`src/hdl/xxh_pkg.sv`:
```
// shared types, constants and helpers of the xxh64 stream hash unit
package xxh_pkg;

  localparam logic [63:0] P1 = 64'h9E3779B185EBCA87;
  localparam logic [63:0] P2 = 64'hC2B2AE3D27D4EB4F;
  localparam logic [63:0] P3 = 64'h165667B19E3779F9;
  localparam logic [63:0] P4 = 64'h85EBCA77C2B2AE63;
  localparam logic [63:0] P5 = 64'h27D4EB2F165667C5;

  localparam logic [3:0] FULL_WORD_BYTES = 4'd8;

  // one classified message word as queued between front and back
  typedef struct packed {
    logic [63:0] word;
    logic [3:0]  nbytes;
    logic        last;
  } item_t;

  // operand request to the shared multiplier
  typedef struct packed {
    logic        start;
    logic [63:0] a;
    logic [63:0] b;
  } mul_req_t;

  // rotate left by a fixed amount
  function automatic logic [63:0] rotl(input logic [63:0] v, input int s);
    rotl = (v << s) | (v >> (64 - s));
  endfunction

endpackage

```
`src/hdl/xxh_mul.sv`:
```
// iterative 64x64 low-half multiplier built from one 32x32 partial product per cycle
module xxh_mul (
  input  logic               clk,
  input  logic               rst_n,
  input  xxh_pkg::mul_req_t  req,
  output logic               done,
  output logic [63:0]        p
);

  logic [63:0] a_r, b_r, acc_r;
  logic [1:0]  ph_r;
  logic        busy_r, done_r;
  logic [31:0] op_x, op_y;
  logic [63:0] prod;

  // operand select per phase: lo*lo, lo*hi, hi*lo
  always_comb begin
    op_x = (ph_r == 2'd2) ? a_r[63:32] : a_r[31:0];
    op_y = (ph_r == 2'd1) ? b_r[63:32] : b_r[31:0];
    prod = {32'b0, op_x} * {32'b0, op_y};
  end

  assign done = done_r;
  assign p    = acc_r;

  // operand and accumulator registers
  always_ff @(posedge clk) begin
    if (req.start) begin
      a_r <= req.a;
      b_r <= req.b;
    end else if (busy_r) begin
      if (ph_r == 2'd0) acc_r <= prod;
      else              acc_r <= acc_r + {prod[31:0], 32'b0};
    end
  end

  // phase control
  always_ff @(posedge clk) begin
    if (!rst_n) begin
      busy_r <= 1'b0;
      ph_r   <= '0;
      done_r <= 1'b0;
    end else begin
      done_r <= 1'b0;
      if (req.start) begin
        busy_r <= 1'b1;
        ph_r   <= '0;
      end else if (busy_r) begin
        if (ph_r == 2'd2) begin
          busy_r <= 1'b0;
          done_r <= 1'b1;
        end
        ph_r <= ph_r + 1'b1;
      end
    end
  end

endmodule

```
`config.mk`:
```
export PLATFORM = sky130hd
export DESIGN_NAME = xxh_mul
export DESIGN_NICKNAME = d
export VERILOG_FILES = /design/src/hdl/xxh_pkg.sv /design/src/hdl/xxh_mul.sv
export SDC_FILE = /design/constraint.sdc
export NUM_CORES = 2
export LEC_CHECK = 0
export BUFFER_PORTS_ARGS = -buffer_cell sky130_fd_sc_hd__buf_4
export CORE_MARGIN = 2
export CORE_UTILIZATION = 25
export CTS_CLUSTER_DIAMETER = 200
export CTS_CLUSTER_SIZE = 40
export DETAILED_ROUTE_END_ITERATION = 8
export HOLD_SLACK_MARGIN = 0.06
export PLACE_DENSITY_LB_ADDON = 0.08
export SLEW_MARGIN = 20
export SYNTH_ARGS = -nofsm -noshare
export SYNTH_HDL_FRONTEND = slang
export SYNTH_SLANG_ARGS = --single-unit
```
`constraint.sdc`:
```
create_clock -name clk -period 12.76 [get_ports clk]
set_input_delay 2.552 -clock clk [delete_from_list [all_inputs] [get_ports clk]]
set_output_delay 2.552 -clock clk [all_outputs]
set_load 0.02 [all_outputs]
```
======== Yosys cells after proc, flatten, opt, wreduce, memory -nomap -nowiden ========
Index checks and enable logic that the tools add are counted.
word-level totals
  register bits ........................... 196
  input port bits ......................... 131
  output and inout bits ................... 65
operators by class
  add/subtract/negate cells ............... 2
  multipliers ............................. 1
  eq/ne operators ......................... 2
  multiplexer cells ....................... 7
  bitwise operators ....................... 3
  reductions and logical operators ........ 4
operator list
  kind                                                             count
  64-bit adder                                                     1
  32-bit by 32-bit multiplier with 64-bit output                   1
  32-bit 2-to-1 mux                                                2
  64-bit 2-to-1 mux                                                1
  1-bit 2-to-1 mux                                                 4
  1-bit inverter                                                   3
  3-bit OR reduction                                               1
  2-bit by 1-bit adder with 2-bit output, second input constant    1
  2-bit by 1-bit == test with 1-bit output, second input constant  1
  2-bit == test, second input constant                             1
  2-bit logical NOT                                                1
  2-bit AND reduction                                              1
  2-bit OR reduction                                               1

======== Longest topological paths before layout ========
  depth in word-level cells ............... 5
  mapped depth ............................ 38
  depth with buffers taken out ............ 34

======== Worst setup path before layout ========
No wires, ideal clock.
  kind .................................... flip-flop to flip-flop
  start ................................... reg ph_r[1]
  end ..................................... reg acc_r[62] (netlist: p[62]), data pin
  data arrival time ....................... 9148 ps
  data required time ...................... 12501 ps
  slack ................................... 3354 ps
  cell stages (with the launch flop) ...... 36
  period minus slack after synthesis ...... 9406 ps
  path through ............................ dfxtp_1 -> inv_1 -> ha_1 -> clkbuf_1 -> clkbuf_1 -> buf_1 -> mux2i_1 -> nor2_1 -> fa_1 -> fa_1 -> inv_1 -> fa_1 -> fa_1 -> inv_1 -> ha_1 -> ha_1 -> fa_1 -> fa_1 -> ha_1 -> clkbuf_1 -> a21oi_1 -> o21ai_1 -> a221o_1 -> a21oi_2 -> o21a_1 -> xnor2_1 -> ha_1 -> a21oi_1 -> o21ai_0 -> a211oi_1 -> o21ai_0 -> o41ai_1 -> o21ai_0 -> nand3_1 -> mux2i_1 -> a211o_1
on the way
  cells in the longest elaborated chain, start to end .. 5
  elaborated cells between the ends (all ways) .. 8
  those cells by class .................... add/sub (1); mul (1); eq/ne (2); mux (3); reduce/logical (1)
ends and longest elaborated chain
  what                                                                       RTL line                      text
  from (decl)                                                                xxh_mul.sv:11                 logic [1:0] ph_r;
  from (signal assigned)                                                     xxh_mul.sv:53                 ph_r <= ph_r + 1'b1;
  2-bit == test or 2-bit by 1-bit == test with 1-bit output (tied branches)  xxh_mul.sv:18, xxh_mul.sv:19
  32-bit 2-to-1 mux (on tied branches)                                       xxh_mul.sv:18, xxh_mul.sv:19
  32-bit by 32-bit multiplier with 64-bit output                             xxh_mul.sv:20                 prod = {32'b0, op_x} * {32'b0, op_y};
  64-bit adder                                                               xxh_mul.sv:33                 else acc_r <= acc_r + {prod[31:0], 32'b0};
  64-bit 2-to-1 mux (*)                                                      xxh_mul.sv:32                 if (ph_r == 2'd0) acc_r <= prod;
  to (signal assigned)                                                       xxh_mul.sv:32
  to (signal assigned)                                                       xxh_mul.sv:33
  to (decl)                                                                  xxh_mul.sv:10                 logic [63:0] a_r, b_r, acc_r;
Mark *: on every way between the ends. The rest lies on a longest branch, timed or not.
A chain may end at the register's enable or synchronous reset.

======== Final worst setup path ========
  start ................................... reg ph_r[0]
  end ..................................... reg acc_r[62] (netlist: p[62]), data pin
The elaborated chain is that of the path after synthesis.

==> impl_metrics.toml <==
[global_routing]
grt_pass1_wl_mm = 240
met1_usage_pct = 29.0
use_met3_pct = 2.40
grt_max_degree = 67
grt.busiest_layer = "met2"
first_global_vias = 33000
antenna_found_initial = 12
grt_overflow = 0
grt_usage_pct = 20.0
met2_usage_pct = 31.6

[layout]
synthToLayoutAreaGrowth_pct = 11.9
drive_above_1_share_pct = 9.78
nets = 5723
stdcell_area_sq_um = 46000
fillers = 17500
multi_input_area_sq_um = 31300
seq_area_sq_um = 5850

[synth]
synthFlopType = "edfxtp_1"
async_reset_ff_share_pct = 0
syn_inst = 4300
ys_ff_latch = 196
ys_seq_area_share_pct = 14.2
synth-edff-count = 192
synth_nets = 5627
netlist_area_sq_um = 41100
postSynthAreaPerCell_sq_um = 9.55
synth_cell_type_count = 69
synth_warnings = 0

[route]
ant_nets = 0
viasPerCell = 4.57
routedWlPerCell_um = 25.1
drt_iter0_markers = 2004
vias = 30100
first_pass_iters = 5
wirelength_mm = 165
drc_errors = 0

[setup_path]
crit_type = "reg2reg"
worstPathMaxFanout = 31
r2r-start = "ph_r[0]"
slowest_stage = "mux2i_1"
critPathRequiredTime_ps = 13080
cp_common_cell = "fa_1"
critPathMaxStageDelay_ps = 790
start_kind = "flop"
r2r-end = "p[62]"
rrSetupSlack_ps = 2160
worstPathArrival_ps = 10920
reg2reg_depth = 28
crit_path_end_kind = "flop"

[floorplanning]
core_sq_um = 163000
rows = 148
die-area_sq_um = 168000
ios = 196
initial_core_util_pct = 25.2
die_y_um = 409
die_x_um = 409

[clock_tree]
cts_tree = "yes"
clock_path_buffers = 2
postCtsHoldBufs = 0
postCtsSetupBuffers = 0
cts.sinks = 196
path_clk_slew_ps = 110
cts_resized = 0
cts-root-buf = "clkbuf_16"
htreeDepth = 4
clk_latency_ps = 550
cts-buffers-inserted = 17

[min_path]
holdCritStartpoint = "ph_r[0]"
hp-class = "reg2reg"
hold_depth = 2
holdPathEnd = "ph_r[0]"

[placed_design]
pre_cts_ws_ps = 2070
port_buffers = 195
gp_congestion = 0.839
postPlaceCellArea_sq_um = 45300
dp_hpwl_mm = 138

[sta]
setup_total_negative_slack_ps = 0
slew_violations = 0
slew_headroom_pct = 26.8
finalClockSkew_ps = 29.0
setup_ws_ps = 2160
finalCritPeriodShare_pct = 83.1
max_clock_freq_mhz = 94.3
rsz0062_at_grt = "no"
finalSetupViolations = 0
period_needed_ps = 10600
hold_violations = 0
worst_pin_slew_ps = 1070

[flow_run]
drv_cap = 0

[status]
status = "completed"
-- layout make-up --
| class | instances | share of cell area, % |
|---|---|---|
| flip-flops and latches | 196 | 12.7 |
| repair buffers | 285 | 4.69 |
| well taps | 2175 | 5.92 |
| clock inverters | 15 | 0.430 |
| inverters | 885 | 7.22 |
| diodes | 3 | 0.0163 |
| clock buffers | 17 | 0.925 |
| multi-input cells | 3011 | 68.1 |
-- critical path: cells and delay by family (launching register included) --
family / cells / cell delay (ps)
AO/OA/AOI/OAI: 7 / 1930
adder cells (fa/ha/maj): 11 / 5660
AND/OR/NAND/NOR: 3 / 480
multiplexers: 2 / 870
XOR/XNOR: 1 / 400
flip-flops: 1 / 370
buffers and inverters: 4 / 600
-- worst max-delay path by stage --
stage,from,endpoint,slack (ps)
final,ph_r[0],p[62],2160
after global routing,ph_r[0],p[62],1650
after CTS,ph_r[0],p[62],2050
after detailed placement,ph_r[0],p[62],2070
after global placement,ph_r[0],p[62],1890
after floorplan,ph_r[1],p[62],3350
-- cell usage in the layout (no fill, tap or decap), types with 13 or more instances in the layout --
cell       synthesis  routed
nand4_1           34      34
mux2_2            63      63
o21bai_1          21      21
fa_1             897     897
a21oi_1          111     111
nand2b_1          13      13
o21ai_0           45      45
ha_1             299     296
inv_1            885     885
mux2i_2            0      18
xor2_1            32      32
and2_1            51      51
a21o_1            54      54
nand2_1          718     718
xnor2_1           53      53
clkbuf_16          0      17
buf_4              0     283
mux2i_1           63      39
edfxtp_1         192     192
nor2_1           404     404
-- flip-flops by register name (all words and copies together) (netlist names) --
register,flops
ph_r,2
b_r,64
done,1
a_r,64
busy_r,1
p,64
-- routing by layer --
metal / wire length [um] / vias up / share of wire [%]
li1: - / 13200 / -
met2: 75400 / 695 / 46
met1: 79200 / 16000 / 48
met3: 6970 / 127 / 4.2
met5: 35 / - / 0.021
met4: 3810 / 6 / 2.3
-- logic make-up (layout without fill, tap and decap cells) --
| family | count (synthesis) | in the layout | share of synthesized area (%) |
|---|---|---|---|
| fa+ha+maj | 1196 | 1196 | 52.8 |
| other cells | 0 | 3 | 0 |
| flops | 196 | 196 | 14.2 |
| xor+xnor | 85 | 85 | 1.81 |
| buf+inv | 1093 | 1202 | 10.0 |
| compound gates | 325 | 325 | 5.23 |
| mux | 127 | 127 | 3.29 |
| simple gates | 1278 | 1278 | 12.6 |
-- Yosys cell counts (45+ instances only) --
cell type / instances / area (sq um)
fa_1: 897 / 18000
inv_1: 885 / 3320
mux2i_1: 63 / 631
edfxtp_1: 192 / 5770
ha_1: 299 / 3740
clkbuf_1: 189 / 709
nor2_1: 404 / 1520
xnor2_1: 53 / 464
nand2_1: 718 / 2700
a21o_1: 54 / 405
mux2_2: 63 / 709
and2_1: 51 / 319
o21ai_0: 45 / 225
a21oi_1: 111 / 556
-- per-stage QoR --
stage,std cells,hold slack (ps),utilization (%)
finish,6587,575,28.2
global route,6584,601,28.2
global placement,6552,565,27.8
detailed placement,6552,564,27.8
floorplan,4300,487,-
CTS,6584,579,28.2
Power is not shown: default switching activity piles up to over one toggle a cycle in this logic, so the estimate is an artifact.
