[config.mk]
export PLATFORM = sky130hd
export DESIGN_NAME = xxh_front
export DESIGN_NICKNAME = d
export VERILOG_FILES = /design/src/hdl/xxh_pkg.sv /design/src/hdl/xxh_front.sv
export SDC_FILE = /design/constraint.sdc
export NUM_CORES = 1
export LEC_CHECK = 0
export ABC_AREA = 1
export ABC_CLOCK_PERIOD_IN_PS = 7640
export CORE_MARGIN = 3
export CORE_UTILIZATION = 50
export DETAILED_ROUTE_END_ITERATION = 16
export DONT_BUFFER_PORTS = 1
export GPL_TIMING_DRIVEN = 0
export PLACE_DENSITY = 0.7
export SYNTH_ARGS = -nofsm -noshare
export SYNTH_HDL_FRONTEND = slang
export SYNTH_SLANG_ARGS = --single-unit
[constraint.sdc]
create_clock -name clk -period 7.64 [get_ports clk]
set_clock_uncertainty 0.2 [all_clocks]
set_input_delay 1.146 -clock clk [delete_from_list [all_inputs] [get_ports clk]]
set_output_delay 1.146 -clock clk [all_outputs]
set_load 0.01 [all_outputs]
[src/hdl/xxh_pkg.sv]
// shared types, constants and helpers of the xxh64 stream hash unit
package xxh_pkg;

  localparam logic [63:0] P1 = 64'h9E3779B185EBCA87;
  localparam logic [63:0] P2 = 64'hC2B2AE3D27D4EB4F;
  localparam logic [63:0] P3 = 64'h165667B19E3779F9;
  localparam logic [63:0] P4 = 64'h85EBCA77C2B2AE63;
  localparam logic [63:0] P5 = 64'h27D4EB2F165667C5;

  localparam logic [3:0] FULL_WORD_BYTES = 4'd8;

  // one classified message word as queued between front and back
  typedef struct packed {
    logic [63:0] word;
    logic [3:0]  nbytes;
    logic        last;
  } item_t;

  // operand request to the shared multiplier
  typedef struct packed {
    logic        start;
    logic [63:0] a;
    logic [63:0] b;
  } mul_req_t;

  // rotate left by a fixed amount
  function automatic logic [63:0] rotl(input logic [63:0] v, input int s);
    rotl = (v << s) | (v >> (64 - s));
  endfunction

endpackage

[src/hdl/xxh_front.sv]
// input queue: accepts message words, saturates byte counts, buffers them
module xxh_front #(
  parameter int DEPTH = 4
) (
  input  logic          clk,
  input  logic          rst_n,
  input  logic          in_push,
  output logic          in_full,
  input  logic [63:0]   in_data_word,
  input  logic [3:0]    in_valid_bytes,
  input  logic          in_last,
  output logic          q_valid,
  output xxh_pkg::item_t q_item,
  input  logic          q_pop
);

  localparam int AW = (DEPTH > 1) ? $clog2(DEPTH) : 1;
  localparam int CW = $clog2(DEPTH + 1);

  xxh_pkg::item_t   mem_r [DEPTH];
  logic [AW-1:0]    wptr_r, rptr_r;
  logic [CW-1:0]    count_r;
  xxh_pkg::item_t   cls;
  logic             do_push, do_pop;

  // classify: words before the last count as full, last saturates at eight
  always_comb begin
    cls.word   = in_data_word;
    cls.last   = in_last;
    if (!in_last || in_valid_bytes > xxh_pkg::FULL_WORD_BYTES)
      cls.nbytes = xxh_pkg::FULL_WORD_BYTES;
    else
      cls.nbytes = in_valid_bytes;
  end

  assign in_full = (count_r == CW'(DEPTH));
  assign q_valid = (count_r != '0);
  assign q_item  = mem_r[rptr_r];
  assign do_push = in_push && !in_full;
  assign do_pop  = q_pop && q_valid;

  // queue storage
  always_ff @(posedge clk) begin
    if (do_push) mem_r[wptr_r] <= cls;
  end

  // pointers and fill count
  always_ff @(posedge clk) begin
    if (!rst_n) begin
      wptr_r  <= '0;
      rptr_r  <= '0;
      count_r <= '0;
    end else begin
      if (do_push) wptr_r <= (wptr_r == AW'(DEPTH - 1)) ? '0 : wptr_r + 1'b1;
      if (do_pop)  rptr_r <= (rptr_r == AW'(DEPTH - 1)) ? '0 : rptr_r + 1'b1;
      if (do_push && !do_pop)      count_r <= count_r + 1'b1;
      else if (do_pop && !do_push) count_r <= count_r - 1'b1;
    end
  end

endmodule

After elaboration in Yosys (flattened, before gate mapping)
Memory sizes are Yosys's and may differ from the RTL's. A register that Yosys moved wholly into a read port is not among the register bits.
Index checks and enable logic that the tools add are counted.
W data, S select, Z words.
Operators by class
  equality and inequality tests: 3
  $add $sub $neg: 4
  reductions and logical operators: 11
  order comparisons: 1
  mux-type cells: 9
Operator list (count)
  $mux W2: 4
  $mux W3: 2
  $add A2 B1 Y2 const B: 2
  $eq A2 B2 Y1 const B: 2
  $gt A4 B4 Y1 const B: 1
  $logic_and A1 B1 Y1: 4
  $logic_not A1 Y1: 4
  $mux W4: 1
  $add A3 B1 Y3 const B: 1
  $eq A3 B3 Y1 const B: 1
  $reduce_bool A3 Y1: 1
  $sub A3 B1 Y3 const B: 1
  $mux W1: 2
  $reduce_bool A2 Y1: 1
  $logic_or A1 B1 Y1: 1
Storage, ports and cells
  flip-flop bits (word level): 7
  word-level logic and storage cells: 32
  bits in writable memories: 276
  memories: 1
  input bits: 73
Memories
  mem_r: depth 4, bits a word 69, rd ports 1, clocked after Yosys merged registers in 1, wr ports 1, line xxh_front.sv:20  | xxh_pkg::item_t mem_r [DEPTH];

Longest topological paths before layout
Gate-level depths: netlist (run 1).
  word-level depth: 7
  depth in mapped cells: 13

Least setup slack after synthesis (run 1)
OpenSTA, ideal clock, no wires.
  path type: input to register
  start: input port in_push
  end: memory mem_r[0][0] (netlist name) (enable)
  path buffers: 0
  stages: 2
  arrival time: 4172 ps
  slack: 2771 ps
  cell sequence: nand2_1 > nor2_1
On the way
  cells in the longest elaborated chain, start to end: 3
Ends and longest elaborated chain
  start: declaration: line xxh_front.sv:7  | input logic in_push,
  $logic_and A1 B1 Y1: line xxh_front.sv:39  | assign do_push = in_push && !in_full;
  $mux W1: line xxh_front.sv:44  | if (do_push) mem_r[wptr_r] <= cls;
  $mux W1 (implied by the code): line xxh_front.sv:44
  end: declaration: line xxh_front.sv:20
Every way passes these cells.

==> run_summary.xml, run 1 <==
<?xml version="1.0" encoding="UTF-8"?>
<metrics>
  <group name="timing">
    <metric name="setup_viol" unit="">0</metric>
    <metric name="timing.final.crit_share" unit="%">44.7</metric>
    <metric name="setup-tns-final" unit="ns">0</metric>
    <metric name="max_clock_freq" unit="MHz">293</metric>
    <metric name="max_slew.worst_pin.slew" unit="ns">0.861</metric>
    <metric name="relSlewSlack" unit="%">42.5</metric>
    <metric name="period_needed" unit="ns">3.42</metric>
    <metric name="final_critical_path_setup_slack" unit="ns">4.22</metric>
    <metric name="rsz_0062_raised_after_global_routing" unit="">no</metric>
    <metric name="final.hold.worst_slack" unit="ns">0.311</metric>
    <metric name="finalHoldViolations" unit="">0</metric>
    <metric name="slew_violations" unit="">0</metric>
  </group>
  <group name="grt">
    <metric name="globalRoute.totalOverflow" unit="">0</metric>
    <metric name="most_heavily_used_metal_layer_in_global_routing" unit="">met2</metric>
    <metric name="total_routing_usage_gr" unit="%">19.7</metric>
    <metric name="antenna_found_initial" unit="">0</metric>
    <metric name="pin_count_of_the_biggest_net_entering_global_routing" unit="">27</metric>
    <metric name="use_met2" unit="%">32.8</metric>
    <metric name="first_global_vias" unit="">6388</metric>
    <metric name="use_met1" unit="%">25.3</metric>
    <metric name="groute.layer.met3.usage" unit="%">6.51</metric>
    <metric name="first_pass_grt_wire_length" unit="µm">36200</metric>
  </group>
  <group name="cts">
    <metric name="clock_insertion_delay_worst_skew" unit="ns">0.53</metric>
    <metric name="clock_sink_count" unit="">285</metric>
    <metric name="clk_pin_slew_worst_paths" unit="ns">0.06</metric>
    <metric name="clk_root_buffer_cell" unit="">sky130_fd_sc_hd__clkbuf_16</metric>
    <metric name="clock_path_buffers" unit="">3</metric>
    <metric name="cts_inserted_buffers" unit="">29</metric>
    <metric name="clock_tree_from_tritoncts" unit="">done</metric>
    <metric name="ctsResizeCount" unit="">0</metric>
    <metric name="h-tree-depth" unit="">1</metric>
    <metric name="post_cts_buffers" unit="">0</metric>
    <metric name="cts.hold.buffers_added" unit="">0</metric>
  </group>
  <group name="routing">
    <metric name="antenna_left" unit="">0</metric>
    <metric name="wl_per_cell" unit="µm">21.4</metric>
    <metric name="detail_route.drc_violations" unit="">0</metric>
    <metric name="wl" unit="µm">23200</metric>
    <metric name="avgViaCountPerCell" unit="">5.59</metric>
    <metric name="dr.first_iter.drc_count" unit="">474</metric>
    <metric name="dr.pass1.iters" unit="">5</metric>
    <metric name="via_count" unit="">6067</metric>
  </group>
  <group name="synth">
    <metric name="synth_cell_types" unit="">23</metric>
    <metric name="post_synth_inst_count" unit="">749</metric>
    <metric name="syn-cell-area" unit="mm²">0.0108</metric>
    <metric name="synth-seq-area-share" unit="%">78.6</metric>
    <metric name="yosys_warnings" unit="">0</metric>
    <metric name="avgSynthCellArea" unit="µm²">14.4</metric>
    <metric name="postSynthNetCount" unit="">829</metric>
    <metric name="synth_seq_cells" unit="">285</metric>
  </group>
  <group name="placement">
    <metric name="gp_routability_congestion" unit="">0.708</metric>
    <metric name="place_inst" unit="">1033</metric>
    <metric name="dpl-instance-area" unit="mm²">0.0113</metric>
    <metric name="dp_hpwl" unit="µm">15000</metric>
    <metric name="port_buffers" unit="">0</metric>
    <metric name="detailedPlace.worstSlack" unit="ns">4.44</metric>
  </group>
  <group name="finish">
    <metric name="antennaDiodeCount" unit="">0</metric>
    <metric name="layout.nets" unit="">869</metric>
    <metric name="area.growth.synth_to_final" unit="%">13.9</metric>
    <metric name="final_cell_area" unit="mm²">0.0123</metric>
    <metric name="layout.cells.non_filler" unit="">1086</metric>
    <metric name="final_core_utilization" unit="%">58.2</metric>
    <metric name="layout-drive-gt1-share" unit="%">10.5</metric>
  </group>
  <group name="die">
    <metric name="fp.dieW" unit="µm">153</metric>
    <metric name="die_height" unit="µm">153</metric>
    <metric name="core_area" unit="mm²">0.0211</metric>
    <metric name="initial_standard_cell_utilization_of_the_core" unit="%">51.1</metric>
    <metric name="die_area" unit="mm²">0.0234</metric>
    <metric name="boundary_pins" unit="">144</metric>
    <metric name="placement_rows" unit="">53</metric>
  </group>
  <group name="power_and_ir_drop">
    <metric name="totalPowerFinal" unit="mW">4.38</metric>
    <metric name="combPwrFrac" unit="%">24.4</metric>
    <metric name="peakVddDrop" unit="µV">224</metric>
    <metric name="intPower" unit="mW">3.03</metric>
    <metric name="power.density_cell_area" unit="mW/mm²">357</metric>
    <metric name="cellLeakagePower" unit="nW">4.10</metric>
    <metric name="net_switching_power_figure" unit="mW">1.36</metric>
    <metric name="share_clk_of_total_power" unit="%">31.1</metric>
    <metric name="swShare" unit="%">30.9</metric>
    <metric name="seq_power_share" unit="%">44.5</metric>
  </group>
  <group name="worst_setup_path">
    <metric name="critical_path_required" unit="ns">6.29</metric>
    <metric name="timing_worst_setup_path_type" unit="">flop to primary output</metric>
    <metric name="startpoint_type" unit="">flop</metric>
    <metric name="critical_path.reg2reg.endpoint" unit="">mem_r[1][36]</metric>
    <metric name="critical_path.max_fanout" unit="">10</metric>
    <metric name="reg2reg_depth" unit="">6</metric>
    <metric name="critical_path.endpoint_type" unit="">primary output</metric>
    <metric name="launch_instance_of_the_worst_register_to_register_path" unit="">count_r[1]</metric>
    <metric name="r2r_setup_slack" unit="ns">4.99</metric>
    <metric name="cp_data_arrival_time" unit="ns">2.07</metric>
  </group>
  <group name="min_path">
    <metric name="hold-path-endpoint" unit="">count_r[0]</metric>
    <metric name="holdCritStartpoint" unit="">count_r[0]</metric>
    <metric name="holdPathStages" unit="">2</metric>
    <metric name="hold_path.class" unit="">flop to flop</metric>
  </group>
  <group name="job">
    <metric name="max_cap_violations" unit="">0</metric>
  </group>
  <group name="status">
    <metric name="outcome" unit="">finished clean</metric>
  </group>
</metrics>
[per-layer routing]
metal | part of all wire (%) | wire, µm | vias to the layer above
li1 | - | - | 2868
met1 | 40 | 9300 | 2981
met2 | 50 | 11500 | 187
met3 | 8.6 | 2010 | 31
met4 | 1.7 | 395 | 0
met5 | 0 | 0 | -
[cell type report]
class / instances / area, µm²
Clock buffer: 41 / 791
Fill cell: 1677 / 8810
Tap cell: 275 / 344
Buffer: 44 / 299
Multi-Input combinational cell: 398 / 1960
Sequential cell: 285 / 8470
Timing Repair Buffer: 9 / 195
Inverter: 22 / 85.1
Clock inverter: 12 / 138
[critical path, cell delays in order (launching register included)]
cell,delay (ns)
sky130_fd_sc_hd__dfxtp_1,0.41
sky130_fd_sc_hd__inv_2,0.18
sky130_fd_sc_hd__clkbuf_1,0.40
sky130_fd_sc_hd__o21ai_0,0.16
sky130_fd_sc_hd__o22ai_1,0.39
[worst max path at each step]
stage | end | start | cells past startpoint
floorplan | mem_r[0][0] | in_push | 2
global placement | mem_r[0][24] | in_push | 2
detailed placement | mem_r[1][26] | in_push | 4
CTS | q_item[46] | flop | 4
global route | q_item[66] | flop | 4
finish | q_item[58] | flop | 4
[layout by cell type (no fill, tap or decap), drive strengths merged]
| cell type | synthesis | routed |
|---|---|---|
| o22ai | 69 | 69 |
| buf | 27 | 36 |
| nand3b | 2 | 2 |
| bufinv | 0 | 3 |
| a21boi | 1 | 1 |
| clkinv | 0 | 8 |
| o21ai | 140 | 140 |
| fa | 1 | 1 |
| nor2 | 159 | 159 |
| nand4 | 1 | 1 |
| ha | 6 | 6 |
| nand2 | 16 | 16 |
| clkinvlp | 0 | 1 |
| a21oi | 2 | 2 |
| inv | 22 | 22 |
| clkbuf | 17 | 58 |
| dfxtp | 9 | 9 |
| edfxtp | 276 | 276 |
| nand3 | 1 | 1 |
[synthesized netlist by cell type]
cell type                  number  share of area [%]
sky130_fd_sc_hd__a21boi_0       1              0.070
sky130_fd_sc_hd__a21oi_1        2              0.093
sky130_fd_sc_hd__buf_2          8               0.37
sky130_fd_sc_hd__buf_4          7               0.49
sky130_fd_sc_hd__buf_6         11                1.1
sky130_fd_sc_hd__buf_8          1               0.14
sky130_fd_sc_hd__clkbuf_1      14               0.49
sky130_fd_sc_hd__clkbuf_2       3               0.14
sky130_fd_sc_hd__dfxtp_1        9                1.7
sky130_fd_sc_hd__edfxtp_1     276                 77
sky130_fd_sc_hd__fa_1           1               0.19
sky130_fd_sc_hd__ha_1           6               0.70
sky130_fd_sc_hd__inv_1         20               0.70
sky130_fd_sc_hd__inv_2          1              0.035
sky130_fd_sc_hd__inv_4          1              0.058
sky130_fd_sc_hd__nand2_1       16               0.56
sky130_fd_sc_hd__nand3_1        1              0.046
sky130_fd_sc_hd__nand3b_1       2               0.14
sky130_fd_sc_hd__nand4_1        1              0.058
sky130_fd_sc_hd__nor2_1       159                5.5
sky130_fd_sc_hd__o21ai_0       88                4.1
sky130_fd_sc_hd__o21ai_1       52                2.4
sky130_fd_sc_hd__o22ai_1       69                4.0
[state kept, by name, summed over array words and instances, names as in the netlist, named ones only]
register,count
rptr_r,2
mem_r,276
wptr_r,2
count_r,3
[logic make-up (layout without fill, tap and decap cells)]
logic type | after synthesis | in the layout | synth area share [%]
compound gates | 212 | 212 | 10.7
fa+ha+maj | 7 | 7 | 0.882
buf+inv | 66 | 128 | 3.56
flops | 285 | 285 | 78.6
simple gates | 179 | 179 | 6.34
[power by group through the flow]
stage / combinational [mW] / clock [mW] / sequential [mW]
2_1_floorplan: 0.745 / 0 / 1.99
3_3_place_gp: 1.03 / 0 / 2.01
3_5_place_dp: 1.09 / 0 / 1.99
4_1_cts: 1.09 / 1.39 / 1.95
5_1_grt: 1.19 / 1.46 / 1.96
6_report: 1.07 / 1.36 / 1.95
Power figures use the tool's default switching activity.
==> run 2: changes to the inputs <==
- ABC_CLOCK_PERIOD_IN_PS: 7640 -> 2780
- PLACE_DENSITY: 0.7 -> 0.73
- clock period: 7.64 -> 2.78 ns (I/O delays scaled with it)
==> run 2 against run 1 <==
Die area stayed put. Count of clock-buffer cells in the layout is 1 lower. Routed wire length grew 1.7%. Largest power group unchanged. Highest routed layer unchanged.
==> run_summary.xml, run 2 (synthesis results as in run 1) <==
<?xml version="1.0" encoding="UTF-8"?>
<metrics>
  <group name="status">
    <metric name="outcome" unit="">finished clean</metric>
  </group>
  <group name="cts">
    <metric name="clk_root_buffer_cell" unit="">sky130_fd_sc_hd__clkbuf_16</metric>
    <metric name="clock_insertion_delay_worst_skew" unit="ns">0.53</metric>
    <metric name="clock_path_buffers" unit="">3</metric>
    <metric name="post_cts_buffers" unit="">0</metric>
    <metric name="clock_tree_from_tritoncts" unit="">done</metric>
    <metric name="clk_pin_slew_worst_paths" unit="ns">0.06</metric>
    <metric name="cts_inserted_buffers" unit="">27</metric>
    <metric name="h-tree-depth" unit="">1</metric>
    <metric name="clock_sink_count" unit="">285</metric>
  </group>
  <group name="min_path">
    <metric name="hold_path.class" unit="">input pin to flop</metric>
    <metric name="holdPathStages" unit="">1</metric>
    <metric name="holdCritStartpoint" unit="">in_valid_bytes[1]</metric>
  </group>
  <group name="power_and_ir_drop">
    <metric name="power.density_cell_area" unit="mW/mm²">928</metric>
    <metric name="peakVddDrop" unit="µV">523</metric>
    <metric name="cellLeakagePower" unit="nW">4.40</metric>
  </group>
  <group name="finish">
    <metric name="biggestRegsByFlops" unit="">mem_r x276, count_r x3</metric>
    <metric name="layout.cells.non_filler" unit="">1153</metric>
    <metric name="layout-drive-gt1-share" unit="%">11.3</metric>
    <metric name="final_core_utilization" unit="%">61.3</metric>
    <metric name="final_cell_area" unit="mm²">0.0129</metric>
    <metric name="final_common_cell" unit="">sky130_fd_sc_hd__edfxtp_1</metric>
    <metric name="area.growth.synth_to_final" unit="%">19.9</metric>
    <metric name="most-common-layout-cells" unit="">sky130_fd_sc_hd__edfxtp_1, sky130_fd_sc_hd__nor2_1, sky130_fd_sc_hd__o21ai_0</metric>
    <metric name="layout.nets" unit="">936</metric>
    <metric name="register_with_the_highest_flop_count" unit="">mem_r</metric>
    <metric name="largest_register_ffs" unit="">276</metric>
  </group>
  <group name="timing">
    <metric name="relSlewSlack" unit="%">48.7</metric>
    <metric name="max_clock_freq" unit="MHz">385</metric>
    <metric name="rsz_0062_raised_after_global_routing" unit="">no</metric>
    <metric name="period_needed" unit="ns">2.60</metric>
    <metric name="timing.final.crit_share" unit="%">93.5</metric>
    <metric name="slew_violations" unit="">0</metric>
    <metric name="finalHoldViolations" unit="">0</metric>
    <metric name="final.hold.worst_slack" unit="ns">0.0219</metric>
    <metric name="setup_viol" unit="">0</metric>
    <metric name="max_slew.worst_pin.slew" unit="ns">0.768</metric>
  </group>
  <group name="grt">
    <metric name="globalRoute.totalOverflow" unit="">0</metric>
    <metric name="total_routing_usage_gr" unit="%">19.6</metric>
    <metric name="pin_count_of_the_biggest_net_entering_global_routing" unit="">30</metric>
    <metric name="first_pass_grt_wire_length" unit="µm">36300</metric>
    <metric name="first_global_vias" unit="">6393</metric>
    <metric name="antenna_found_initial" unit="">1</metric>
  </group>
  <group name="worst_setup_path">
    <metric name="launch_instance_of_the_worst_register_to_register_path" unit="">count_r[1]</metric>
    <metric name="critical_path_required" unit="ns">2.16</metric>
    <metric name="cp_data_arrival_time" unit="ns">1.98</metric>
    <metric name="startpoint_type" unit="">flop</metric>
    <metric name="reg2reg_depth" unit="">5</metric>
    <metric name="timing_worst_setup_path_type" unit="">flop to primary output</metric>
    <metric name="critical_path.endpoint_type" unit="">primary output</metric>
    <metric name="critical_path.max_fanout" unit="">10</metric>
  </group>
  <group name="die">
    <metric name="die_height" unit="µm">153</metric>
    <metric name="initial_standard_cell_utilization_of_the_core" unit="%">51.1</metric>
    <metric name="boundary_pins" unit="">144</metric>
    <metric name="core_area" unit="mm²">0.0211</metric>
    <metric name="placement_rows" unit="">53</metric>
    <metric name="fp.dieW" unit="µm">153</metric>
    <metric name="die_area" unit="mm²">0.0234</metric>
  </group>
  <group name="routing">
    <metric name="dr.pass1.iters" unit="">5</metric>
    <metric name="antenna_left" unit="">0</metric>
    <metric name="dr.first_iter.drc_count" unit="">360</metric>
    <metric name="via_count" unit="">6386</metric>
    <metric name="wl" unit="µm">23600</metric>
    <metric name="detail_route.drc_violations" unit="">0</metric>
    <metric name="wl_per_cell" unit="µm">20.5</metric>
    <metric name="avgViaCountPerCell" unit="">5.54</metric>
  </group>
  <group name="placement">
    <metric name="dp_hpwl" unit="µm">14000</metric>
    <metric name="gp_routability_congestion" unit="">0.760</metric>
    <metric name="place_inst" unit="">1032</metric>
    <metric name="port_buffers" unit="">0</metric>
    <metric name="dpl-instance-area" unit="mm²">0.0113</metric>
  </group>
  <group name="job">
    <metric name="max_cap_violations" unit="">0</metric>
  </group>
</metrics>
==> run 2: cell count changes in the layout (fill, tap and decap cells not counted), sizes merged <==
cell and change:
dlygate4sd3 +70, bufinv -1, buf -2, clkinv -1, clkinvlp -1, diode +1
inv +1
==> run 2: layout make-up <==
type,instances,area [µm²]
sequential,285,8470
fill,1536,8160
multi-input combinational,398,2000
timing repair buffer,78,861
clock buffer,40,744
tap,275,344
buffer,44,314
clock inverter,10,103
inverter,22,85.1
antenna,1,2.50
==> run 2: where the power goes <==
group / switching [mW] / internal [mW] / total (mW)
registers: 0.133 / 5.23 / 5.36
logic: 2.21 / 0.935 / 3.15
clock network: 1.45 / 2.04 / 3.49
==> run 2: path summary, 6_finish.rpt <==
check / slack, ns / endpoint
max: 0.18 / q_item[32]
min: 0.02 / mem_r[2][2]
max reg2reg: 0.31 / mem_r[2][23]
min reg2reg: 0.32 / count_r[0]
==> run 2: repair_timing <==
| item | 4_1_cts | 5_1_grt |
|---|---|---|
| hold buffers | 70 | 0 |
| hold endpoints to repair | 281 | 0 |
| gates resized for setup | 2 | 25 |
| setup endpoints to repair | 2 | 36 |
==> run 2: per-stage QoR <==
step	TNS, ns	worst slack (ns)	power, mW
floorplan	-100.58	-0.364	7.49
global placement	-496.36	-1.91	8.33
detailed placement	0	0.329	8.44
CTS	0	0.0118	12.0
global route	0	0.0307	12.6
finish	0	0.179	12.0
==> run 2: metal layers <==
layer	share of wire (%)	track usage [%]	up-vias
li1	-	-	3006
met4	1.5	4.50	0
met1	41	27.2	3098
met3	7.7	3.65	29
met2	50	32.9	253
met5	0	0	-
==> run 2: worst max-delay path, cell delays in order (launching register included) <==
cell                       delay (ns)
sky130_fd_sc_hd__dfxtp_1         0.42
sky130_fd_sc_hd__inv_2           0.18
sky130_fd_sc_hd__buf_2           0.27
sky130_fd_sc_hd__clkbuf_4        0.26
sky130_fd_sc_hd__o21ai_1         0.09
sky130_fd_sc_hd__o22ai_1         0.23
==> run 3: changes to the inputs <==
- ABC_CLOCK_PERIOD_IN_PS: 2780 -> 2300
- clock period: 2.78 -> 2.3 ns (I/O delays scaled with it)
==> run 3 against run 2 <==
Non-clock buffer count increased by 8. Power grew 32%. Final area is 6.8% higher. Sequential cell count unchanged. Via count up 4.6%. Utilization up 4.2 points. Combinational power grew 51%. Highest routed layer unchanged. Worst setup slack got worse by 0.17 ns.
==> run_summary.xml, run 3 (synthesis results as in run 1) <==
<?xml version="1.0" encoding="UTF-8"?>
<metrics>
  <group name="power_and_ir_drop">
    <metric name="share_clk_of_total_power" unit="%">28.9</metric>
    <metric name="net_switching_power_figure" unit="mW">5.10</metric>
    <metric name="peakVddDrop" unit="µV">820</metric>
    <metric name="cellLeakagePower" unit="nW">4.76</metric>
    <metric name="combPwrFrac" unit="%">30.1</metric>
    <metric name="intPower" unit="mW">10.8</metric>
    <metric name="power.density_cell_area" unit="mW/mm²">1150</metric>
    <metric name="totalPowerFinal" unit="mW">15.9</metric>
    <metric name="swShare" unit="%">32.1</metric>
    <metric name="seq_power_share" unit="%">41.0</metric>
  </group>
  <group name="cts">
    <metric name="h-tree-depth" unit="">1</metric>
    <metric name="cts_inserted_buffers" unit="">28</metric>
    <metric name="clock_path_buffers" unit="">3</metric>
    <metric name="clock_insertion_delay_worst_skew" unit="ns">0.53</metric>
    <metric name="clk_pin_slew_worst_paths" unit="ns">0.06</metric>
    <metric name="clk_root_buffer_cell" unit="">sky130_fd_sc_hd__clkbuf_16</metric>
    <metric name="clock_tree_from_tritoncts" unit="">done</metric>
    <metric name="clock_sink_count" unit="">285</metric>
  </group>
  <group name="finish">
    <metric name="final_common_cell" unit="">sky130_fd_sc_hd__edfxtp_1</metric>
    <metric name="register_with_the_highest_flop_count" unit="">mem_r</metric>
    <metric name="biggestRegsByFlops" unit="">mem_r x276, count_r x3</metric>
    <metric name="layout.nets" unit="">948</metric>
    <metric name="area.growth.synth_to_final" unit="%">28.1</metric>
    <metric name="largest_register_ffs" unit="">276</metric>
    <metric name="most-common-layout-cells" unit="">sky130_fd_sc_hd__edfxtp_1, sky130_fd_sc_hd__nor2_1, sky130_fd_sc_hd__o21ai_0</metric>
    <metric name="layout-drive-gt1-share" unit="%">22.6</metric>
    <metric name="final_cell_area" unit="mm²">0.0138</metric>
  </group>
  <group name="grt">
    <metric name="first_global_vias" unit="">6927</metric>
    <metric name="first_pass_grt_wire_length" unit="µm">39400</metric>
    <metric name="antenna_found_initial" unit="">1</metric>
    <metric name="pin_count_of_the_biggest_net_entering_global_routing" unit="">28</metric>
    <metric name="total_routing_usage_gr" unit="%">21.4</metric>
    <metric name="globalRoute.totalOverflow" unit="">0</metric>
  </group>
  <group name="placement">
    <metric name="dpl-instance-area" unit="mm²">0.0114</metric>
    <metric name="dp_hpwl" unit="µm">14700</metric>
    <metric name="gp_routability_congestion" unit="">0.763</metric>
    <metric name="port_buffers" unit="">0</metric>
  </group>
  <group name="timing">
    <metric name="setup_viol" unit="">0</metric>
    <metric name="max_slew.worst_pin.slew" unit="ns">0.716</metric>
    <metric name="rsz_0062_raised_after_global_routing" unit="">yes</metric>
    <metric name="finalHoldViolations" unit="">0</metric>
    <metric name="timing.final.crit_share" unit="%">99.6</metric>
    <metric name="period_needed" unit="ns">2.29</metric>
    <metric name="max_clock_freq" unit="MHz">436</metric>
    <metric name="slew_violations" unit="">0</metric>
    <metric name="relSlewSlack" unit="%">52.2</metric>
  </group>
  <group name="routing">
    <metric name="dr.first_iter.drc_count" unit="">440</metric>
    <metric name="antenna_left" unit="">0</metric>
    <metric name="avgViaCountPerCell" unit="">5.73</metric>
    <metric name="via_count" unit="">6680</metric>
    <metric name="wl" unit="µm">25800</metric>
    <metric name="dr.pass1.iters" unit="">5</metric>
    <metric name="wl_per_cell" unit="µm">22.2</metric>
    <metric name="detail_route.drc_violations" unit="">0</metric>
  </group>
  <group name="die">
    <metric name="boundary_pins" unit="">144</metric>
    <metric name="die_area" unit="mm²">0.0234</metric>
    <metric name="core_area" unit="mm²">0.0211</metric>
    <metric name="die_height" unit="µm">153</metric>
    <metric name="fp.dieW" unit="µm">153</metric>
    <metric name="initial_standard_cell_utilization_of_the_core" unit="%">51.1</metric>
    <metric name="placement_rows" unit="">53</metric>
  </group>
  <group name="min_path">
    <metric name="hold_path.class" unit="">input pin to flop</metric>
  </group>
  <group name="worst_setup_path">
    <metric name="critical_path_required" unit="ns">1.75</metric>
    <metric name="timing_worst_setup_path_type" unit="">flop to primary output</metric>
    <metric name="critical_path.max_fanout" unit="">10</metric>
    <metric name="startpoint_type" unit="">flop</metric>
    <metric name="cp_data_arrival_time" unit="ns">1.75</metric>
    <metric name="critical_path.endpoint_type" unit="">primary output</metric>
  </group>
  <group name="job">
    <metric name="max_cap_violations" unit="">0</metric>
  </group>
  <group name="status">
    <metric name="outcome" unit="">finished clean</metric>
  </group>
</metrics>
-- run 3: changes by cell type in the layout (fill, tap and decap cells not counted), moves of 6 or more --
cell and delta:
sky130_fd_sc_hd__o22ai_1 -62, sky130_fd_sc_hd__clkbuf_1 -14, sky130_fd_sc_hd__nor2_2 +6, sky130_fd_sc_hd__o21ai_0 -9, sky130_fd_sc_hd__o21ai_2 +11, sky130_fd_sc_hd__o22ai_2 +60
-- run 3: cell type report --
type / instances / area [µm²]
clock inverters: 21 / 201
inverters: 22 / 92.6
flip-flops and latches: 285 / 8480
fillers: 1483 / 7280
well taps: 275 / 344
plain buffers: 44 / 464
repair buffers: 86 / 996
diodes: 1 / 2.50
clock buffers: 30 / 729
multi-input cells: 401 / 2500
-- run 3: path summary, 6_finish.rpt --
kind / startpoint / end / slack [ns] / cells after the start
max: flop / q_item[61] / 0.009 / 6
min: in_valid_bytes[2] / mem_r[3][2] / 0.02 / 3
max reg2reg: wptr_r[0] / mem_r[0][30] / 0.10 / 6
min reg2reg: count_r[0] / count_r[0] / 0.31 / 2
-- run 3: power by group through the flow --
stage          sequential [mW]  combinational [mW]  clock (mW)
2_1_floorplan             6.56                2.51           0
3_3_place_gp              6.61                3.46           0
3_5_place_dp              6.60                3.66           0
4_1_cts                   6.50                4.49        4.64
5_1_grt                   6.55                5.13        4.88
6_report                  6.51                4.77        4.59
-- run 3: what timing repair did --
action                     in CTS  in global routing
gates resized for setup       115                 48
setup endpoints to repair     163                111
pin swaps                      19                 33
hold endpoints to repair      285                  0
buffers inserted                1                  0
hold buffers                   73                  0
cloned                          4                  2
-- run 3: layer usage --
layer	part of all wire, %	track usage [%]	vias up
met5	0	0	-
met2	50	35.8	284
met1	40	28.5	3311
met4	2.2	6.19	0
met3	7.8	4.93	52
li1	-	-	3033
-- run 3: stage by stage --
| stage | util (%) | setup WS [ns] | hold slack, ns | TNS (ns) | instances |
|---|---|---|---|---|---|
| global placement | 53.0 | -0.797 | 0.244 | -209.56 | 1024 |
| finish | 65.5 | 0.00894 | 0.0151 | 0 | 1165 |
| CTS | 64.4 | 0.00140 | 0.00226 | 0 | 1162 |
| floorplan | - | 0.0265 | 0.244 | 0 | 749 |
| global route | 65.5 | -0.0382 | 0.0530 | -0.604 | 1165 |
| detailed placement | 53.9 | -0.106 | 0.244 | -4.53 | 1033 |
-- run 3: worst max-delay path, cell delays in order (launching register included) --
cell and delay, ns:
sky130_fd_sc_hd__dfxtp_4 0.37, sky130_fd_sc_hd__buf_8 0.15, sky130_fd_sc_hd__inv_8 0.09, sky130_fd_sc_hd__buf_12 0.14, sky130_fd_sc_hd__buf_6 0.17, sky130_fd_sc_hd__o21ai_1 0.08, sky130_fd_sc_hd__o22ai_2 0.21
